File: src/glc_pkg.sv
// Shared types and constants for the grid line-of-sight checker.
// No dependencies; every other file imports this package.
`default_nettype none

package glc_pkg;

  localparam int MAP_ROWS     = 64;
  localparam int MAP_COLS     = 64;
  localparam int TERRAIN_BITS = 16;
  localparam int MAP_DEPTH    = MAP_ROWS * MAP_COLS;
  localparam int ADDR_W       = $clog2(MAP_DEPTH);

  // Signed walk coordinates, wide enough for steps that leave the grid.
  localparam int COORD_W = 10;
  // Slope numerators and denominators, the column index and the row offset.
  localparam int P_W     = 8;
  localparam int V_W     = 8;
  localparam int MUL_A_W = V_W + 1;
  localparam int MUL_Y_W = MUL_A_W + P_W;
  // Divider operand widths.
  localparam int DIV_NUM_W = 16;
  localparam int DIV_DEN_W = P_W + 1;
  localparam int DIV_CNT_W = $clog2(DIV_NUM_W);

  localparam logic ACT_WRITE = 1'b0;
  localparam logic ACT_QUERY = 1'b1;

  typedef logic signed [COORD_W-1:0] coord_t;
  typedef logic signed [1:0]         step_t;

  typedef struct packed {
    logic        action;
    logic [5:0]  row_a;
    logic [5:0]  col_a;
    logic [15:0] terrain_bits;
    logic [5:0]  target_row;
    logic [5:0]  target_col;
    logic [5:0]  sight_radius;
    logic [15:0] pass_mask;
  } glc_in_t;

  typedef struct packed {
    logic is_query_result;
    logic line_clear;
  } glc_out_t;

endpackage

`default_nettype wire

File: src/glc_div.sv
// Restoring divider, one quotient bit per cycle, used for the first row
// offset of each column. Depends on glc_pkg for operand widths.
`default_nettype none

module glc_div import glc_pkg::*; (
  input  wire logic                 clk_i,
  input  wire logic                 rst_ni,
  input  wire logic                 start_i,
  input  wire logic [DIV_NUM_W-1:0] dividend_i,
  input  wire logic [DIV_DEN_W-1:0] divisor_i,
  output logic                      done_o,
  output logic [DIV_NUM_W-1:0]      quotient_o
);

  logic                 busy_q;
  logic                 done_q;
  logic [DIV_CNT_W-1:0] cnt_q;
  logic [DIV_NUM_W-1:0] quo_q;
  logic [DIV_DEN_W-1:0] rem_q;
  logic [DIV_DEN_W-1:0] den_q;
  logic [DIV_DEN_W:0]   rem_sh;
  logic [DIV_DEN_W:0]   rem_sub;
  logic                 ge;

  always_comb begin
    rem_sh  = {rem_q, quo_q[DIV_NUM_W-1]};
    ge      = rem_sh >= {1'b0, den_q};
    rem_sub = rem_sh - {1'b0, den_q};
  end

  always_ff @(posedge clk_i or negedge rst_ni) begin
    if (!rst_ni) begin
      busy_q <= 1'b0;
      done_q <= 1'b0;
      cnt_q  <= '0;
    end else begin
      done_q <= 1'b0;
      if (start_i) begin
        busy_q <= 1'b1;
        cnt_q  <= '0;
      end else if (busy_q) begin
        cnt_q <= cnt_q + 1'b1;
        if (cnt_q == DIV_CNT_W'(DIV_NUM_W - 1)) begin
          busy_q <= 1'b0;
          done_q <= 1'b1;
        end
      end
    end
  end

  always_ff @(posedge clk_i) begin
    if (start_i) begin
      quo_q <= dividend_i;
      rem_q <= '0;
      den_q <= divisor_i;
    end else if (busy_q) begin
      quo_q <= {quo_q[DIV_NUM_W-2:0], ge};
      rem_q <= ge ? rem_sub[DIV_DEN_W-1:0] : rem_sh[DIV_DEN_W-1:0];
    end
  end

  assign done_o     = done_q;
  assign quotient_o = quo_q;

endmodule

`default_nettype wire

File: config.mk
export PLATFORM = sky130hd
export DESIGN_NAME = glc_div
export DESIGN_NICKNAME = d
export VERILOG_FILES = /design/src/glc_pkg.sv /design/src/glc_div.sv
export SDC_FILE = /design/constraint.sdc
export NUM_CORES = 1
export LEC_CHECK = 0
export ABC_AREA = 1
export BUFFER_PORTS_ARGS = -buffer_cell sky130_fd_sc_hd__clkbuf_2
export CAP_MARGIN = 20
export CORE_ASPECT_RATIO = 0.7
export CORE_MARGIN = 3
export CORE_UTILIZATION = 30
export DETAILED_ROUTE_END_ITERATION = 10
export GPL_ROUTABILITY_DRIVEN = 0
export GPL_TIMING_DRIVEN = 0
export PLACE_DENSITY = 0.58
export SLEW_MARGIN = 40
export SYNTH_ARGS = -nofsm -noshare
export SYNTH_HDL_FRONTEND = slang
export SYNTH_SLANG_ARGS = --single-unit
export TNS_END_PERCENT = 10
File: constraint.sdc
create_clock -name clk_i -period 3.6 [get_ports clk_i]
set_clock_uncertainty 0.1 [all_clocks]
set_input_delay 0.72 -clock clk_i [delete_from_list [all_inputs] [get_ports clk_i]]
set_output_delay 0.72 -clock clk_i [all_outputs]
set_load 0.1 [all_outputs]
Yosys cells after proc, flatten, opt, wreduce, memory -nomap -nowiden
Index checks and enable logic that the tools add are counted.
{"block": "totals", "out_inout_bits": 17, "word_cells": 22, "ff_bits": 40, "input_bits": 28}
{"block": "classes", "reduce_logical": 1, "n_eq_ne": 1, "magnitude_cmp": 1, "muxes": 11, "addsub": 2}
{"op": "16-bit 2-to-1 mux", "n": 2}
{"op": "10-bit by 9-bit >= comparator with 1-bit output", "n": 1}
{"op": "9-bit 2-to-1 mux", "n": 1}
{"op": "9-bit subtractor", "n": 1}
{"op": "4-bit 2-to-1 mux", "n": 2}
{"op": "1-bit 2-to-1 mux", "n": 6}
{"op": "4-bit by 1-bit adder with 4-bit output, second input constant", "n": 1}
{"op": "4-bit == test, second input constant", "n": 1}
{"op": "2-bit nonzero test", "n": 1}

Logic depth before layout (Yosys ltp)
{"block": "depth", "depth_word": 4, "ltp_mapped": 13, "mapped_depth_nobuf": 13}

Worst setup path before layout
No wires, ideal clock.
{"block": "synth_timing", "kind": "reg2reg", "from": "register quo_q[15], in the netlist quotient_o[15]", "to": "register quo_q[0], in the netlist quotient_o[0] (data pin)", "setup_time_ns": 0.262, "required_time_ns": 3.238, "arrival_time_ns": 2.062, "synth_period_minus_slack_ns": 2.425, "path_stages_with_launch": 10, "slack_ns": 1.175, "n_path_buf": 1, "path_cell_list": "edfxtp_1 -> inv_1 -> ha_1 -> inv_1 -> fa_1 -> nand4_1 -> nand2_1 -> nand2_2 -> buf_6 -> a31oi_1"}
{"block": "synth_via", "elab_chain_len": 3}
{"element": "start: declaration", "line": "glc_div.sv:18", "source": "logic [DIV_NUM_W-1:0] quo_q;"}
{"element": "start signal: assignment", "line": "glc_div.sv:53", "source": "quo_q <= dividend_i;"}
{"element": "start signal: assignment", "line": "glc_div.sv:57", "source": "quo_q <= {quo_q[DIV_NUM_W-2:0], ge};"}
{"element": "10-bit by 9-bit >= comparator with 1-bit output", "line": "glc_div.sv:27", "source": "ge = rem_sh >= {1'b0, den_q};"}
{"element": "16-bit 2-to-1 mux", "line": "glc_div.sv:56", "source": "end else if (busy_q) begin"}
{"element": "16-bit 2-to-1 mux", "line": "glc_div.sv:52", "source": "if (start_i) begin"}
No other way between the ends. The select of a mux whose other input is x is not followed.
A chain may end at the register's enable or synchronous reset.

Worst setup path after layout
{"block": "layout_timing", "from": "input start_i", "to": "register cnt_q[1]"}
{"block": "layout_via", "elab_chain_len": 1, "word_cells_on_any_way": 2, "cone_classes": "mux (1); reduce/logical (1)"}
{"element": "start: declaration", "line": "glc_div.sv:8", "source": "input wire logic start_i,"}
{"element": "4-bit 2-to-1 mux or 2-bit nonzero test (tied branches)"}
{"element": "end signal: assignment", "line": "glc_div.sv:42", "source": "cnt_q <= cnt_q + 1'b1;"}
{"element": "end: declaration", "line": "glc_div.sv:17", "source": "logic [DIV_CNT_W-1:0] cnt_q;"}
Several ways; a longest one is shown, not always the timed one.

==> impl_metrics.json <==
{
  "cp_data_arrival_time_ns": 2.46,
  "dieArea_mm2": 0.00838,
  "ys_seq_elements": 40,
  "dp_worst_setup_slack_ns": 0.954,
  "drtIter0Drc": 62,
  "worstSetupPathType": "in -> reg",
  "cts_buffer_depth": 2,
  "synth_top_area_share_pct": 34.3,
  "finalCritPeriodShare_pct": 65.6,
  "power.total_mw": 1.67,
  "avgViaCountPerCell": 4.36,
  "syn_area_mm2": 0.00219,
  "port_buffers": 44,
  "yosysMostFrequentCell": "nand2_1",
  "yosysSeqAreaShare_pct": 49.4,
  "vias": 1823,
  "die_width_um": 108,
  "maxCapViolations": 0,
  "fmax_mhz": 424,
  "ys.flop_type": "edfxtp_1",
  "min_period_ns": 2.36,
  "io_pins": 45,
  "synth-edff-count": 25,
  "rsz0062_at_grt": "no",
  "fin_tns_setup_ns": 0,
  "antenna_found_initial": 0,
  "rows": 25,
  "cts-root-buf": "clkbuf_8",
  "syn_nets": 311,
  "power_density_mw_per_mm2": 639,
  "setup_viol": 0,
  "coreArea_mm2": 0.00691,
  "path_clk_slew_ns": 0.08,
  "leakagePower_nw": 1.38,
  "finalMaxSlewViolations": 0,
  "tritoncts": "done",
  "fin_nets": 362,
  "ys_warn_count": 0,
  "setup.worst_path.end_class": "flip-flop",
  "grt_pass1_wl_um": 7970,
  "post_drt_wl_per_cell_um": 11.4,
  "overflow": 0,
  "grt_usage_pct": 11.8,
  "grt_pass1_vias": 1673,
  "clk-insertion-delay-late_ns": 0.29,
  "cts_resized": 0,
  "drt_pass1_iterations": 5,
  "cts_buffers": 5,
  "drive_gt1_share_pct": 20.1,
  "cts-hold-fix-buffers": 0,
  "synthArstFlopShare_pct": 15.0,
  "vdd_ir_drop_max_v": 0.000217,
  "synth_common_cells": "nand2_1 (110), inv_1 (41), edfxtp_1 (25)",
  "drtAntennaViolNets": 0,
  "initial_core_util_pct": 31.7,
  "synth_area_leaders": "edfxtp_1 (34%), nand2_1 (19%), dfxtp_1 (8.2%)",
  "die_h_um": 77.5,
  "drc": 0,
  "outcome": "complete, no violations",
  "critical_path.max_fanout": 17,
  "utilization_pct": 37.8,
  "antenna_cells": 0,
  "area_growth_pct": 19.4,
  "synth_cell_types": 24,
  "hpwl_um": 3700,
  "avgSynthCellArea_um2": 8.05,
  "hold_viol": 0,
  "tightest_slew_ns": 0.766,
  "grt_start_max_net_pins": 18,
  "netlist_instances": 272,
  "synth_area_leader_cell": "edfxtp_1",
  "clock_sinks": 40,
  "routed_wirelength_um": 4750,
  "worst_slack_ns": 1.24,
  "hold_class": "in -> async",
  "relSlewSlack_pct": 48.7,
  "worst_setup_path_start_kind": "primary input",
  "cp.required_ns": 3.70,
  "htree_levels": 2,
  "post_cts_buffers": 0
}
==> critical path, cell delays in order <==
cell and delay, ns:
clkbuf_2 0.23, nor2_1 0.65, inv_1 0.55, o21ai_0 0.30
==> cells by family after synthesis <==
family | count (synthesis) | share of synthesized area [%]
compound gates | 9 | 2.17
xor+xnor | 3 | 1.20
fa+ha+maj | 11 | 6.63
buf+inv | 48 | 9.26
flops | 40 | 49.4
simple gates | 161 | 31.4
==> registers in the layout, summed over array words and instances (netlist names) <==
signal      count
quotient_o     16
cnt_q           4
busy_q          1
den_q           9
rem_q           9
done_o          1
==> stage by stage <==
stage | cell area [um2] | hold slack, ns | cells
finish | 2620 | 0.139 | 418
CTS | 2620 | 0.138 | 418
detailed placement | 2530 | 0.367 | 410
floorplan | 2190 | 0.324 | 272
global route | 2620 | 0.129 | 418
global placement | 2530 | 0.364 | 410
==> metal layers <==
layer  wire, um  vias to the layer above  GRT usage [%]  share of wire, %
met3        202                        8           3.16               4.3
li1           -                      961              -                 -
met1       2590                      819           18.7                55
met2       1920                       35           16.1                40
met4         34                        0           1.89              0.72
met5          0                        -              0                 0
==> path summary, 6_finish.rpt <==
| check | startpoint | endpoint | slack [ns] | cells past startpoint |
|---|---|---|---|---|
| worst min register to register | rem_q[1] | rem_q[1] | 0.38 | 2 |
| worst max register to register | quotient_o[15] | quotient_o[0] | 1.50 | 9 |
| max in group asynchronous | rst_ni | done_o | 3.11 | 1 |
| worst min-delay path | rst_ni | cnt_q[3] | 0.14 | 1 |
| min in group clk_i | rem_q[1] | rem_q[1] | 0.38 | 2 |
| worst max-delay path | start_i | cnt_q[1] | 1.24 | 4 |
==> layout make-up <==
cell class              count  area, um2
clock buffers               5       68.8
plain buffers               6       45.0
fillers                   720       4300
clock inverters             3       18.8
well taps                  94        118
multi-input cells         184        906
flip-flops and latches     40       1080
repair buffers             44        220
inverters                  42        158
==> report_power, final <==
group	internal [mW]	switching (mW)
Clock	0.135	0.158
Sequential	0.564	0.0517
Combinational	0.250	0.512
==> cells in the final DEF, fill, tap and decap left out <==
cell	instances
nand2_1	110
clkbuf_2	44
inv_1	41
edfxtp_1	25
nand3_1	24
ha_1	10
nor2_1	9
dfxtp_1	9
nor3_1	6
dfrtp_1	6
a21oi_1	5
clkbuf_8	5
nand2_2	4
xnor2_1	3
clkbuf_1	2
buf_4	2
nand4_1	2
buf_6	2
nor2_2	2
a31oi_1	2
o21ai_0	2
nand3_2	2
clkinv_2	2
clkinv_1	1
nor2b_4	1
nor4_1	1
fa_1	1
clkinv_4	1
Power figures use the tool's default switching activity.
